File: config.mk
export PLATFORM = sky130hd
export DESIGN_NAME = nibble_driven_order_selector
export DESIGN_NICKNAME = d
export VERILOG_FILES = /design/src/hdl/ndos_pkg.sv /design/src/hdl/nibble_driven_order_selector.sv /design/src/hdl/ndos_datapath.sv /design/src/hdl/ndos_control.sv
export SDC_FILE = /design/constraint.sdc
export NUM_CORES = 1
export LEC_CHECK = 0
export ABC_AREA = 0
export ABC_CLOCK_PERIOD_IN_PS = 4550
export BUFFER_PORTS_ARGS = -buffer_cell sky130_fd_sc_hd__buf_2
export CAP_MARGIN = 20
export CORE_UTILIZATION = 25
export CTS_BUF_LIST = sky130_fd_sc_hd__clkbuf_4
export DETAILED_ROUTE_END_ITERATION = 7
export SYNTH_ARGS = -nofsm -noshare
export SYNTH_HDL_FRONTEND = slang
export SYNTH_SLANG_ARGS = --single-unit
File: constraint.sdc
create_clock -name clock -period 4.55 [get_ports clock]
set_clock_uncertainty 0.15 [all_clocks]
set_input_delay 0.2275 -clock clock [delete_from_list [all_inputs] [get_ports clock]]
set_output_delay 0.2275 -clock clock [all_outputs]
set_load 0.01 [all_outputs]
File: src/hdl/ndos_pkg.sv
// Shared types, constants and the nibble reduction table for the order selector.
package ndos_pkg;

   localparam int DefaultMaxAlgos = 15;
   localparam int IdxWidth = 4;
   localparam int ByteWidth = 8;

   localparam logic [1:0] SEL_LOW  = 2'd0;
   localparam logic [1:0] SEL_HIGH = 2'd1;
   localparam logic [1:0] SEL_FILL = 2'd2;

   typedef struct packed {
      logic [ByteWidth-1:0] seed_byte;
      logic                 seed_end;
   } req_type;

   typedef struct packed {
      logic [IdxWidth-1:0] chosen_index;
      logic [IdxWidth-1:0] order_position;
      logic                order_done;
   } rsp_type;

   typedef struct packed {
      logic       load;
      logic       take;
      logic       fill_start;
      logic       clear;
      logic [1:0] sel;
   } cmd_type;

   typedef struct packed {
      logic emit_req;
      logic fill_over;
      logic last;
      logic out_free;
   } sts_type;

   function automatic logic [1023:0] build_mod_table();
      logic [1023:0] tbl;
      int            nn;
      int            nb;
      int            rem;
      tbl = '0;
      for (int i = 0; i < 256; i++) begin
         nn = i >> 4;
         nb = i & 15;
         if (nn != 0) begin
            rem = nb;
            for (int k = 0; k < 16; k++) begin
               if (rem >= nn) begin
                  rem = rem - nn;
               end
            end
            tbl[i*4 +: 4] = 4'(rem);
         end
      end
      return tbl;
   endfunction

   localparam logic [1023:0] MOD_TABLE = build_mod_table();

endpackage

File: src/hdl/nibble_driven_order_selector.sv
// Top level of the nibble-driven order selector: controller, datapath and checks.
//
//   Channel   Direction  Handshake            Payload
//   req_      in         req_valid/req_stall  req_type: seed_byte, seed_end
//   rsp_      out        rsp_valid/rsp_stall  rsp_type: chosen_index, order_position, order_done
//   csr_      in         csr_valid/csr_ready  algo_count, 4 bits
//
// A seed byte takes one step per nibble, low nibble first; a step waits while the result
// register holds a stalled item. A byte that ends the sequence is followed by a fill walk over
// the indices from zero up to the last unseen index and a step that clears the seen mask and
// count; the next byte is then taken only from the idle state.
// The result register stalls the nibble or fill step that wants to emit an item.
// Reset sets algo_count to 15 and clears the seen mask, the count and the result valid flag.
module nibble_driven_order_selector #(
   parameter int MAX_ALGOS = ndos_pkg::DefaultMaxAlgos
) (
   input  logic              clock,
   input  logic              reset,
   input  logic              req_valid,
   output logic              req_stall,
   input  ndos_pkg::req_type req_data,
   output logic              rsp_valid,
   input  logic              rsp_stall,
   output ndos_pkg::rsp_type rsp_data,
   input  logic              csr_valid,
   output logic              csr_ready,
   input  logic [3:0]        csr_data
);
   import ndos_pkg::*;

   cmd_type cmd;
   sts_type sts;

   assign csr_ready = 1'b1;

   ndos_control u_control (
      .clock     (clock),
      .reset     (reset),
      .req_valid (req_valid),
      .req_stall (req_stall),
      .sts       (sts),
      .cmd       (cmd)
   );

   ndos_datapath #(
      .MAX_ALGOS (MAX_ALGOS)
   ) u_datapath (
      .clock     (clock),
      .reset     (reset),
      .req_data  (req_data),
      .csr_write (csr_valid && csr_ready),
      .csr_data  (csr_data),
      .cmd       (cmd),
      .sts       (sts),
      .rsp_valid (rsp_valid),
      .rsp_stall (rsp_stall),
      .rsp_data  (rsp_data)
   );

   a_no_overwrite: assert property (@(posedge clock) disable iff (reset)
      (cmd.take && sts.emit_req) |-> sts.out_free)
      else $error("Result register overwritten while an item is pending.");

   a_busy_after_accept: assert property (@(posedge clock) disable iff (reset)
      (req_valid && !req_stall) |=> req_stall)
      else $error("Input accepted again before the high nibble was handled.");

   a_position_range: assert property (@(posedge clock) disable iff (reset)
      rsp_valid |-> (rsp_data.order_position != 4'd15))
      else $error("Order position beyond the largest count.");

endmodule

File: src/hdl/ndos_datapath.sv
// Datapath of the order selector: seed byte, seen mask, count, fill index and result register.
module ndos_datapath #(
   parameter int MAX_ALGOS = ndos_pkg::DefaultMaxAlgos
) (
   input  logic             clock,
   input  logic             reset,
   input  ndos_pkg::req_type req_data,
   input  logic             csr_write,
   input  logic [3:0]       csr_data,
   input  ndos_pkg::cmd_type cmd,
   output ndos_pkg::sts_type sts,
   output logic             rsp_valid,
   input  logic             rsp_stall,
   output ndos_pkg::rsp_type rsp_data
);
   import ndos_pkg::*;

   localparam int MaskIdxW = (MAX_ALGOS > 1) ? $clog2(MAX_ALGOS) : 1;
   localparam logic [4:0] MaxCount = 5'(MAX_ALGOS);

   logic [3:0]           algo_ff;
   logic [ByteWidth-1:0] byte_ff;
   logic                 last_ff;
   logic [MAX_ALGOS-1:0] mask_ff, mask_in;
   logic [3:0]           count_ff, count_in;
   logic [3:0]           fill_ff, fill_in;
   logic                 out_valid_ff, out_valid_in;
   rsp_type              out_ff, out_in;

   logic [3:0] n_eff;
   logic [3:0] nib;
   logic [3:0] nib_idx;
   logic [3:0] idx;
   logic       active;
   logic       seen;
   logic       fill_over;
   logic       emit_req;
   logic       out_free;
   logic [4:0] count_next;

   always_comb begin
      if (algo_ff == 4'd0) begin
         n_eff = 4'd1;
      end else if ({1'b0, algo_ff} > MaxCount) begin
         n_eff = MaxCount[3:0];
      end else begin
         n_eff = algo_ff;
      end
   end

   assign nib        = (cmd.sel == SEL_HIGH) ? byte_ff[7:4] : byte_ff[3:0];
   assign nib_idx    = MOD_TABLE[{n_eff, nib}*4 +: 4];
   assign idx        = (cmd.sel == SEL_FILL) ? fill_ff : nib_idx;
   assign active     = count_ff < n_eff;
   assign seen       = mask_ff[idx[MaskIdxW-1:0]];
   assign fill_over  = !((fill_ff < n_eff) && active);
   assign emit_req   = (cmd.sel == SEL_FILL) ? (!fill_over && !seen) : (active && !seen);
   assign out_free   = !out_valid_ff || !rsp_stall;
   assign count_next = {1'b0, count_ff} + 5'd1;

   assign sts.emit_req  = emit_req;
   assign sts.fill_over = fill_over;
   assign sts.last      = last_ff;
   assign sts.out_free  = out_free;

   always_comb begin
      mask_in      = mask_ff;
      count_in     = count_ff;
      fill_in      = fill_ff;
      out_in       = out_ff;
      out_valid_in = out_valid_ff && rsp_stall;
      if (cmd.take && emit_req) begin
         mask_in[idx[MaskIdxW-1:0]] = 1'b1;
         count_in                   = count_next[3:0];
         out_in.chosen_index        = idx;
         out_in.order_position      = count_ff;
         out_in.order_done          = (count_next == {1'b0, n_eff});
         out_valid_in               = 1'b1;
      end
      if (cmd.take && (cmd.sel == SEL_FILL)) begin
         fill_in = fill_ff + 4'd1;
      end
      if (cmd.fill_start) begin
         fill_in = 4'd0;
      end
      if (cmd.clear) begin
         mask_in  = '0;
         count_in = 4'd0;
      end
   end

   always_ff @(posedge clock) begin
      if (reset) begin
         algo_ff      <= 4'd15;
         mask_ff      <= '0;
         count_ff     <= 4'd0;
         out_valid_ff <= 1'b0;
      end else begin
         if (csr_write) begin
            algo_ff <= csr_data;
         end
         mask_ff      <= mask_in;
         count_ff     <= count_in;
         out_valid_ff <= out_valid_in;
      end
   end

   always_ff @(posedge clock) begin
      if (cmd.load) begin
         byte_ff <= req_data.seed_byte;
         last_ff <= req_data.seed_end;
      end
      fill_ff <= fill_in;
      out_ff  <= out_in;
   end

   assign rsp_valid = out_valid_ff;
   assign rsp_data  = out_ff;

endmodule

File: src/hdl/ndos_control.sv
// Controller state machine that sequences low nibble, high nibble and fill steps.
module ndos_control (
   input  logic              clock,
   input  logic              reset,
   input  logic              req_valid,
   output logic              req_stall,
   input  ndos_pkg::sts_type sts,
   output ndos_pkg::cmd_type cmd
);
   import ndos_pkg::*;

   localparam logic [1:0] ST_IDLE = 2'd0;
   localparam logic [1:0] ST_LOW  = 2'd1;
   localparam logic [1:0] ST_HIGH = 2'd2;
   localparam logic [1:0] ST_FILL = 2'd3;

   logic [1:0] state_ff, state_in;
   logic       step_ok;
   logic       accept_ok;

   assign step_ok = !sts.emit_req || sts.out_free;

   always_comb begin
      accept_ok = 1'b0;
      case (state_ff)
         ST_IDLE: accept_ok = 1'b1;
         ST_HIGH: accept_ok = step_ok && !sts.last;
         default: accept_ok = 1'b0;
      endcase
   end

   assign req_stall = !accept_ok;

   always_comb begin
      state_in = state_ff;
      cmd      = '0;
      cmd.load = accept_ok && req_valid;
      case (state_ff)
         ST_IDLE: begin
            cmd.sel = SEL_LOW;
            if (req_valid) begin
               state_in = ST_LOW;
            end
         end
         ST_LOW: begin
            cmd.sel  = SEL_LOW;
            cmd.take = step_ok;
            if (step_ok) begin
               state_in = ST_HIGH;
            end
         end
         ST_HIGH: begin
            cmd.sel  = SEL_HIGH;
            cmd.take = step_ok;
            if (step_ok) begin
               if (sts.last) begin
                  cmd.fill_start = 1'b1;
                  state_in       = ST_FILL;
               end else if (req_valid) begin
                  state_in = ST_LOW;
               end else begin
                  state_in = ST_IDLE;
               end
            end
         end
         ST_FILL: begin
            cmd.sel = SEL_FILL;
            if (sts.fill_over) begin
               cmd.clear = 1'b1;
               state_in  = ST_IDLE;
            end else begin
               cmd.take = step_ok;
            end
         end
         default: begin
            state_in = ST_IDLE;
         end
      endcase
   end

   always_ff @(posedge clock) begin
      if (reset) begin
         state_ff <= ST_IDLE;
      end else begin
         state_ff <= state_in;
      end
   end

endmodule
==> qor.csv, run 1 <==
stage,metric,value,unit
worst_setup_path,slowest_stage,a2111oi_0,
detailed_routing,drcViolationCount,0,
cells_and_area,layout_commonest_cell,buf_4,
yosys,yosysWarnings,0,
die,die_h,122.7,µm
die,start_util,0.2595,
detailed_routing,finalWirelength,9832,µm
worst_setup_path,cp_num_cells,16,
yosys,syn_area,3643,µm²
yosys,synth-main-ff-cell,dfxtp_1,
min_path,hold_class,in2reg,
pwr,power_density,435.5,nW/µm²
worst_setup_path,path_buf_inv,4,
detailed_routing,drt.antenna.violating_nets,0,
placed_design,io_buffers,28,
pwr,irDropWorstVdd,0.1394,mV
worst_setup_path,path_cells,inv_4 > ha_4 > mux2_4 > buf_6 > ha_2 > buf_4 > and2_1 > a2111oi_0 > nor4_1 > o211ai_1 > nand3_1 > nand2_1 > o22a_2 > nand3_1 > a21oi_2 > buf_2,
sta,whs,20.55,ps
clock_network,clk_path_buf_depth,2,
worst_setup_path,cp_max_fo,9,
detailed_routing,drt_iter0_drc,292,
global_routing,overflow,0,
worst_setup_path,critical-path-top-delay-family,compound AO/OA/AOI/OAI gates,
worst_setup_path,cp-end-kind,output port,
die,dieArea,15060,µm²
placed_design,placed_cells,599,
clock_network,cts_max_level,2,
die,core_area,14040,µm²
worst_setup_path,crit_path_frequent_cell,nand3_1,
clock_network,clock_latency,370,ps
placed_design,gp_congestion,0.9109,
yosys,async_flop_share,0,
run_status,status,"finished, final reports clean",
global_routing,antenna_found_initial,0,
sta,fin_crit,4396,ps
die,pin_count,30,
cells_and_area,fin_nets,500,
clock_network,cts_root_buf,clkbuf_4,
clock_network,cts.sinks,48,
sta,slew_violations,0,
global_routing,grt_pass1_wl,15900,µm
die,die_w,122.7,µm
worst_setup_path,critPathArrivalTime,4020,ps
yosys,syn_inst,387,
cells_and_area,final_util,0.3193,
placed_design,dp_hpwl,7341,µm
clock_network,path_clk_slew,130,ps
job,drv_cap,0,
die,num_rows,43,
detailed_routing,wl_per_cell,15.46,µm
sta,fmax,227.5,MHz
yosys,synth_edf_count,18,
sta,worst_pin_slew,751.4,ps
worst_setup_path,start_kind,flop,
worst_setup_path,crit_type,reg2out,
yosys,avgSynthCellArea,9.415,µm²
yosys,ys_seq_area_frac,0.3132,
sta,finalSetupViolCount,0,
sta,hold_viol,0,
worst_setup_path,reg2regPathDepth,15,
cells_and_area,fin_cells,636,
yosys,syn-num-nets,432,
pwr,p_leak,1.769,nW
sta,period_share,0.9662,
yosys,yosys.cell_types.count,77,
clock_network,cts_buffers,5,
cells_and_area,stdcell_area,4484,µm²
worst_setup_path,required,4170,ps
min_path,hold_path_depth,2,
detailed_routing,viasPerCell,5.258,
cells_and_area,final_cell_mix,"buf_4 (41), dfxtp_1 (29), nand2_1 (28), buf_2 (28), nor2_1 (24)",
clock_network,cts_tree,yes,
global_routing,grt_pass1_vias,3182,
sta,maxSlewHeadroom,0.4861,
cells_and_area,antenna_cells,0,
detailed_routing,num_vias,3344,
placed_design,place_area,4090,µm²
yosys,ys_ff_latch,48,
detailed_routing,first_pass_iters,5,
global_routing,grt_max_degree,28,
cells_and_area,syn_to_final_growth,23.08,%
global_routing,grt_usage,0.1339,
sta,setup_slack,153.8,ps
worst_setup_path,critical_path.max_stage_delay,660,ps
placed_design,place_ws,-10.28,ps
cells_and_area,layout-drive-gt1-share,0.2566,
[worst reg2reg max path, cell delays in order (launching register included)]
cell       delay (ps)
dfxtp_4           390
inv_4              70
ha_4              160
mux2_4            340
buf_6             150
ha_2              200
buf_4             160
and2_1            160
a2111oi_0         660
nor4_1            140
o211ai_1          130
nand3_1           250
nor2b_1           230
a221o_2           270
o31ai_1           140
a21boi_2          420
[final timing paths]
| kind | endpoint | slack, ps | startpoint |
|---|---|---|---|
| max | req_stall | 150 | u_control.state_ff[0] |
| min | u_datapath.algo_ff[3] | 20 | csr_valid |
| min reg2reg | u_datapath.mask_ff[4] | 330 | u_datapath.mask_ff[4] |
| max reg2reg | u_datapath.byte_ff[5] | 200 | u_control.state_ff[0] |
[cell families (layout without fill, tap and decap cells)]
| group | Yosys count | in the layout | share of synthesized area |
|---|---|---|---|
| XOR/XNOR | 4 | 4 | 0.009617 |
| buffers and inverters | 41 | 110 | 0.05701 |
| AO/OA/AOI/OAI | 114 | 114 | 0.2524 |
| flip-flops | 48 | 48 | 0.3132 |
| other | 1 | 1 | 0.001029 |
| multiplexers | 34 | 34 | 0.1058 |
| AND/OR/NAND/NOR | 118 | 118 | 0.1683 |
| adder cells (fa/ha/maj) | 27 | 27 | 0.09272 |
[per-stage QoR]
| step | setup TNS (ps) | power (mW) |
|---|---|---|
| CTS | 0 | 1.878 |
| detailed placement | -87.98 | 1.626 |
| global placement | 0 | 1.614 |
| finish | 0 | 1.953 |
| floorplan | 0 | 1.308 |
| global route | -73.41 | 2.094 |
[where the power goes]
part	leakage, nW	total, mW	switching [mW]	internal [mW]
clock network	0.0363	0.199	0.133	0.0660
registers	0.414	0.608	0.0671	0.541
logic	1.32	1.15	0.630	0.515
total	1.77	1.95	0.830	1.12
[flip-flops by register name, indices dropped and copies added (netlist names)]
name / cells
u_datapath.byte_ff: 8
u_datapath.mask_ff: 15
u_datapath.rsp_data: 9
u_datapath.last_ff: 1
u_datapath.algo_ff: 4
u_datapath.fill_ff: 4
u_datapath.rsp_valid: 1
u_datapath.count_ff: 4
u_control.state_ff: 2
[routing by layer]
layer | vias to the layer above | share of wire | track usage
li1 | 1614 | - | -
met1 | 1620 | 0.47 | 0.1890
met2 | 96 | 0.46 | 0.2124
met3 | 14 | 0.053 | 0.01626
met4 | 0 | 0.014 | 0.03811
met5 | - | 0 | 0
[cell usage after synthesis (all sizes together), types with 5 or more instances]
cell type | instances | area, µm²
nor3 | 10 | 66.32
nand2b | 7 | 43.79
a32o | 19 | 190.2
o221ai | 5 | 56.31
nor2 | 25 | 96.35
dfxtp | 30 | 600.6
and2 | 11 | 68.82
nand3 | 10 | 50.05
nor2b | 12 | 75.07
o21ai | 19 | 95.09
inv | 16 | 62.56
buf | 17 | 115.1
clkbuf | 6 | 22.52
a21oi | 14 | 70.07
mux2i | 22 | 220.2
mux2 | 10 | 120.1
ha | 27 | 337.8
o211ai | 9 | 67.56
o21a | 5 | 38.79
nand2 | 29 | 111.4
edfxtp | 18 | 540.5
[cell type report]
| type | instances | area [µm²] |
|---|---|---|
| clock buffer | 6 | 45.04 |
| fill | 1433 | 9558 |
| timing repair buffer | 84 | 609.3 |
| inverter | 18 | 72.57 |
| tap | 180 | 225.2 |
| clock inverter | 2 | 10.01 |
| multi-input combinational | 298 | 2377 |
| sequential | 48 | 1145 |
[repair_timing]
item | CTS | global route
cloned | 0 | 0
pin swaps | 6 | 8
endpoints found under the hold margin | 13 | 0
setup buffers | 6 | 10
setup endpoints to repair | 23 | 40
gates resized for setup | 10 | 12
hold buffers | 13 | 0
Note: power is estimated with default switching activity, not from simulation.
==> run 2, diff against run 1 <==
--- a/config.mk
+++ b/config.mk
@@ -8,3 +8,3 @@
 export ABC_AREA = 0
-export ABC_CLOCK_PERIOD_IN_PS = 4550
+export ABC_CLOCK_PERIOD_IN_PS = 4100
 export BUFFER_PORTS_ARGS = -buffer_cell sky130_fd_sc_hd__buf_2
@@ -14,2 +14,3 @@
 export DETAILED_ROUTE_END_ITERATION = 7
+export SLEW_MARGIN = 20
 export SYNTH_ARGS = -nofsm -noshare
==> constraint.sdc (replaced) <==
create_clock -name clock -period 4.1 [get_ports clock]
set_clock_uncertainty 0.15 [all_clocks]
set_input_delay 0.615 -clock clock [delete_from_list [all_inputs] [get_ports clock]]
set_output_delay 0.615 -clock clock [all_outputs]
set_load 0.01 [all_outputs]
==> run 2 against run 1 <==
  * The run now ends with negative setup slack left
  * Clock power rose by 14%
  * Global-route usage rose by 1.3 points
  * Cell area rose by 9.9%
  * Sequential share of layout area down 2.3 points
  * Setup slack got worse by 650 ps
  * Worst hold slack improved by 260 ps
  * Utilization increased by 3.2 points
  * Final cell count increased by 4.4%
  * Via count is 5.7% higher
  * Die area unchanged
  * Routed wire length is 9.3% higher
  * Critical path depth unchanged
  * Critical endpoint unchanged
==> qor.csv, run 2 (synthesized netlist as in run 1, its figures left out) <==
stage,metric,value,unit,change
detailed_routing,first_pass_iters,5,,unchanged
global_routing,grt_pass1_wl,17520,µm,+10%
cells_and_area,fill_cells,1409,,-1.7%
worst_setup_path,cp_max_fo,4,,-5
clock_network,holdBufCountCts,0,,-13
detailed_routing,drcViolationCount,0,,unchanged
die,dieArea,15060,µm²,unchanged
pwr,p_int,1.448,mW,+29%
die,die_h,122.7,µm,unchanged
pwr,switching_power,1.046,mW,+26%
worst_setup_path,start_kind,flop,,
cells_and_area,regArea,1144,µm²,-0.11%
sta,worst_pin_slew,624.3,ps,-127.1 ps
worst_setup_path,cp-end-kind,output port,,
cells_and_area,layout_commonest_cell,buf_4,,
detailed_routing,num_vias,3536,,+5.7%
clock_network,clock_latency,350,ps,-20 ps
pwr,seq_power_share,0.265,,-0.046
clock_network,cts_tree,yes,,
cells_and_area,multiInputGateArea,2574,µm²,+8.3%
pwr,power_density,505.9,nW/µm²,+16%
run_status,status,finished with violations,,
global_routing,grt_usage,0.1468,,+0.01297
clock_network,cts_buffers,5,,unchanged
sta,rsz0062_at_grt,yes,,
cells_and_area,syn_to_final_growth,35.27,%,
cells_and_area,fin_nets,528,,+5.6%
pwr,clkPwrFrac,0.091,,-0.011
placed_design,io_buffers,28,,unchanged
clock_network,cts_max_level,2,,unchanged
detailed_routing,wl_per_cell,16.19,µm,+4.7%
sta,setup_slack,-492.6,ps,-646.4 ps
die,die_w,122.7,µm,unchanged
cells_and_area,antenna_cells,0,,unchanged
cells_and_area,layout-drive-gt1-share,0.3595,,+0.1029
worst_setup_path,required,3340,ps,-830 ps
cells_and_area,largest_reg_flops,15,,unchanged
die,start_util,0.2595,,unchanged
sta,finalSetupViolCount,38,,+38
pwr,power,2.494,mW,+28%
global_routing,antenna_found_initial,0,,unchanged
sta,fmax,217.7,MHz,
clock_network,cts_root_buf,clkbuf_4,,
detailed_routing,viasPerCell,5.325,,+1.3%
sta,hold_viol,0,,unchanged
sta,slew_violations,0,,unchanged
job,drv_cap,0,,unchanged
global_routing,grt_pass1_vias,3480,,+9.4%
sta,maxSlewHeadroom,0.5784,,+0.09228
detailed_routing,drt.antenna.violating_nets,0,,unchanged
run_status,violations,negative setup slack,,
global_routing,grt_max_degree,21,,-25%
clock_network,clk_path_buf_depth,2,,unchanged
die,pin_count,30,,unchanged
die,core_area,14040,µm²,unchanged
pwr,p_sw_frac,0.4194,,-0.005796
worst_setup_path,crit_type,reg2out,,
detailed_routing,finalWirelength,10750,µm,+9.3%
sta,period_share,1.120,,
cells_and_area,regMostFlops,u_datapath.mask_ff,,
clock_network,cts.sinks,48,,unchanged
pwr,p_leak,1.969,nW,+11%
pwr,power_frac_comb,0.644,,+0.057
sta,tns,-3134,ps,-3134 ps
worst_setup_path,critPathArrivalTime,3830,ps,-190 ps
placed_design,dp_hpwl,8160,µm,+11%
sta,whs,284.0,ps,+263.4 ps
sta,fin_crit,4593,ps,
min_path,hold_class,in2reg,,
die,num_rows,43,,unchanged
pwr,irDropWorstVdd,0.2208,mV,+58%
detailed_routing,drt_iter0_drc,224,,-23%
cells_and_area,final_cell_mix,"buf_4 (70), nand2_1 (28), buf_2 (28), dfxtp_1 (28), nor2_1 (23)",,
placed_design,gp_congestion,0.9002,,-1.2%
clock_network,path_clk_slew,130,ps,about the same
global_routing,overflow,0,,unchanged
[run 2: changes by cell type in the layout (fill, tap and decap cells not counted), sizes merged]
cell and change:
buf +41, clkbuf +1, clkinv +1, dlygate4sd3 -13
inv -2
[run 2: final timing paths]
path                                            start                     end  slack, ps  depth (start not counted)
worst max-delay path            u_control.state_ff[0]               req_stall       -490                         16
worst min-delay path                      req_data[1]   u_datapath.byte_ff[0]        280                          1
worst max register to register  u_control.state_ff[0]  u_datapath.rsp_data[2]       -140                         19
worst min register to register  u_datapath.mask_ff[6]   u_datapath.mask_ff[6]        340                          1
[run 2: final cells by class]
type / instances / share of cell area
tap: 180 / 0.04570
timing repair buffer: 112 / 0.1739
sequential: 48 / 0.2320
multi-input combinational: 298 / 0.5222
clock buffer: 7 / 0.01066
clock inverter: 1 / 0.001015
inverter: 18 / 0.01447
[run 2: stage by stage]
| stage | utilization | setup slack, ps | cells | area (µm²) |
|---|---|---|---|---|
| 2_1_floorplan | - | -195.0 | 387 | 3725 |
| 3_3_place_gp | 0.3201 | -289.7 | 641 | 4496 |
| 3_5_place_dp | 0.3201 | -319.4 | 641 | 4496 |
| 4_1_cts | 0.3419 | -492.8 | 661 | 4801 |
| 5_1_grt | 0.3510 | -651.8 | 664 | 4928 |
| 6_report | 0.3510 | -492.6 | 664 | 4928 |
[run 2: per-layer routing]
layer,part of all wire,vias to the layer above,global-route usage
met5,0,-,0
li1,-,1686,-
met2,0.47,119,0.2447
met4,0.018,0,0.03963
met3,0.049,14,0.01580
met1,0.47,1717,0.1998
[run 2: power groups by stage]
| stage | Combinational [mW] | Sequential (mW) | Clock, mW |
|---|---|---|---|
| finish | 1.61 | 0.660 | 0.227 |
| global route | 1.73 | 0.670 | 0.253 |
| CTS | 1.55 | 0.658 | 0.238 |
| global placement | 1.35 | 0.666 | 0 |
| detailed placement | 1.36 | 0.668 | 0 |
| floorplan | 0.828 | 0.669 | 0 |
[run 2: worst max-delay path, stage by stage, from the launching register on]
cell and delay (ps):
dfxtp_2 360, inv_2 50, ha_4 170, mux2_4 340, ha_4 260, o211ai_1 200
o221a_1 230, o221a_1 230, o221ai_2 100, o21a_1 220, o31ai_4 320, buf_6 180
mux2i_4 220, o22a_1 200, nand3_2 110, a21oi_2 160, buf_2 140
[run 2: timing repair]
item | 4_1_cts | 5_1_grt
gates cloned | 2 | 0
gates resized for setup | 25 | 25
endpoints found under the setup margin | 41 | 45
setup buffers | 11 | 5
pin swaps | 16 | 15
==> run 3, diff against run 2 <==
- CORE_UTILIZATION: 25 -> 33
==> run 3 against run 2 <==
  * The flow still finishes with violations (negative setup slack)
  * Routed wire length is 1.3% lower
  * Critical path depth rose by 2
  * Global-route usage increased by 3.8 points
  * Register-to-register slack worse by 40 ps
  * Final cell count fell by 6.9%
  * Count of clock-buffer cells in the layout decreased by 2
  * Non-clock buffer count down 2
  * Critical endpoint unchanged
==> qor.csv, run 3 (synthesized netlist as in run 1, its figures left out) <==
stage,metric,value,unit,change
run_status,status,finished with violations,,
run_status,violations,negative setup slack,,
cells_and_area,fin_nets,526,,-0.38%
placed_design,gp_congestion,0.9258,,+2.8%
die,dieArea,11470,µm²,-24%
clock_network,cts_buffers,5,,unchanged
sta,fin_crit,4610,ps,+17.18 ps
sta,worst_pin_slew,660.8,ps,+36.55 ps
global_routing,grt_max_degree,17,,-19%
detailed_routing,wl_per_cell,17.16,µm,+6.0%
sta,period_share,1.124,,+0.004191
detailed_routing,finalWirelength,10610,µm,-1.3%
placed_design,dp_hpwl,7717,µm,-5.4%
worst_setup_path,start_kind,flop,,
pwr,p_leak,1.976,nW,+0.32%
sta,rsz0062_at_grt,yes,,
pwr,irDropWorstVdd,0.2633,mV,+19%
clock_network,cts_tree,yes,,
cells_and_area,syn_to_final_growth,32.93,%,
clock_network,cts_max_level,2,,unchanged
min_path,hold_path_depth,1,,unchanged
detailed_routing,drcViolationCount,0,,unchanged
clock_network,clock_latency,380,ps,+30 ps
min_path,hold_class,in2reg,,
min_path,worst_hold_startpoint,req_data[7],,
detailed_routing,first_pass_iters,5,,unchanged
global_routing,grt_pass1_vias,3363,,-3.4%
worst_setup_path,cp_max_fo,9,,+5
sta,tns,-3212,ps,-78.01 ps
clock_network,holdBufCountCts,0,,unchanged
sta,setup_slack,-509.7,ps,-17.18 ps
sta,finalSetupViolCount,36,,-5.3%
global_routing,overflow,0,,unchanged
sta,fmax,216.9,MHz,-0.37%
worst_setup_path,cp-end-kind,output port,,
worst_setup_path,critPathArrivalTime,3840,ps,about the same
cells_and_area,antenna_cells,0,,unchanged
cells_and_area,largest_reg_flops,15,,unchanged
clock_network,clk_path_buf_depth,2,,unchanged
detailed_routing,drt_iter0_drc,270,,+21%
clock_network,path_clk_slew,150,ps,+20 ps
placed_design,place_ws,-305.8,ps,+13.58 ps
job,drv_cap,0,,unchanged
global_routing,grt_pass1_wl,16770,µm,-4.3%
die,core_area,10510,µm²,-25%
die,num_rows,37,,-14%
sta,hold_viol,0,,unchanged
cells_and_area,layout-drive-gt1-share,0.3527,,-0.006807
placed_design,io_buffers,28,,unchanged
clock_network,cts_root_buf,clkbuf_4,,
clock_network,cts.sinks,48,,unchanged
worst_setup_path,ff2ff_setup_slack,-180,ps,-40 ps
die,die_w,107.1,µm,-13%
die,die_h,107.1,µm,-13%
cells_and_area,final_cell_mix,"buf_4 (66), buf_2 (28), dfxtp_1 (28)",,
min_path,hold_end,u_datapath.byte_ff[6],,
sta,maxSlewHeadroom,0.5481,,-0.03031
pwr,power_density,531.2,nW/µm²,+5.0%
detailed_routing,drt.antenna.violating_nets,0,,unchanged
detailed_routing,viasPerCell,5.691,,+6.9%
detailed_routing,num_vias,3517,,-0.54%
worst_setup_path,r2r-end,u_datapath.rsp_data[8],,
die,pin_count,30,,unchanged
global_routing,grt_usage,0.1848,,+0.03795
sta,slew_violations,0,,unchanged
global_routing,antenna_found_initial,0,,unchanged
cells_and_area,layout_commonest_cell,buf_4,,
die,start_util,0.3467,,+0.08724
worst_setup_path,crit_type,reg2out,,
worst_setup_path,reg2regPathDepth,21,,+2
worst_setup_path,r2r_start,u_control.state_ff[0],,
worst_setup_path,required,3340,ps,about the same
cells_and_area,regMostFlops,u_datapath.mask_ff,,
==> run 3: cell types whose count changed in the layout (fill, tap and decap cells not counted), moves of 2 or more <==
| cell | before | now |
|---|---|---|
| buf_4 | 70 | 66 |
| buf_8 | 0 | 3 |
| bufinv_16 | 0 | 2 |
| clkbuf_4 | 7 | 5 |
| mux2i_4 | 3 | 1 |
| o221ai_2 | 1 | 3 |
| o221ai_4 | 2 | 0 |
==> run 3: layout make-up <==
class                      instances  area, µm²
fill                             970       5665
multi-input combinational        298       2491
sequential                        48       1144
timing repair buffer             110      860.8
tap                              136      170.2
inverter                          18      71.32
clock inverter                     3      68.82
clock buffer                       5      37.54
==> run 3: worst max path at each step <==
stage | slack, ps | endpoint | from | cells after the start
detailed placement | -310 | req_stall | u_control.state_ff[0] | 17
finish | -510 | req_stall | u_control.state_ff[0] | 18
floorplan | -200 | req_stall | u_control.state_ff[0] | 15
global placement | -270 | req_stall | u_control.state_ff[0] | 17
global route | -690 | req_stall | u_control.state_ff[0] | 16
CTS | -550 | req_stall | u_control.state_ff[0] | 16
==> run 3: power by group <==
part	switching (mW)	leakage, nW	internal [mW]	total [mW]
sequential	0.0611	0.414	0.599	0.660
combinational	0.808	1.51	0.743	1.55
clock	0.170	0.0558	0.192	0.362
total	1.04	1.98	1.53	2.57
==> run 3: timing repair <==
item | in CTS | in global routing
endpoints found under the setup margin | 41 | 44
buffers inserted | 15 | 8
cloned | 3 | 0
pin swaps | 20 | 14
hold endpoints to repair | 0 | 0
gates resized for setup | 23 | 21
==> run 3: metal layers <==
metal,track usage,part of all wire,routed length (µm),up-vias
li1,-,-,-,1677
met1,0.2543,0.47,4959,1667
met2,0.2903,0.45,4821,138
met3,0.02675,0.050,529,35
met4,0.07143,0.028,297,0
met5,0,0,0,-
==> run 3: per-stage QoR <==
step / area, µm² / total power, mW / hold slack (ps) / instances / util
floorplan: 3725 / 1.497 / 291.2 / 387 / -
CTS: 4757 / 2.536 / 230.1 / 614 / 0.4527
finish: 4843 / 2.573 / 249.2 / 618 / 0.4609
detailed placement: 4373 / 1.966 / 304.9 / 588 / 0.4161
global placement: 4373 / 1.953 / 296.9 / 588 / 0.4161
global route: 4843 / 2.717 / 215.9 / 618 / 0.4609
==> run 3: critical path: stages (launching register included) <==
cell and delay [ps]:
dfxtp_2 360, inv_2 50, ha_4 160, buf_4 130, buf_4 160, mux2_4 340
buf_6 140, buf_4 140, and2_1 170, o221ai_2 230, o311ai_4 180, nand2_2 120
buf_8 140, mux2i_2 240, mux2i_1 130, a221oi_2 340, nand3_2 150, a21oi_2 140
buf_2 130
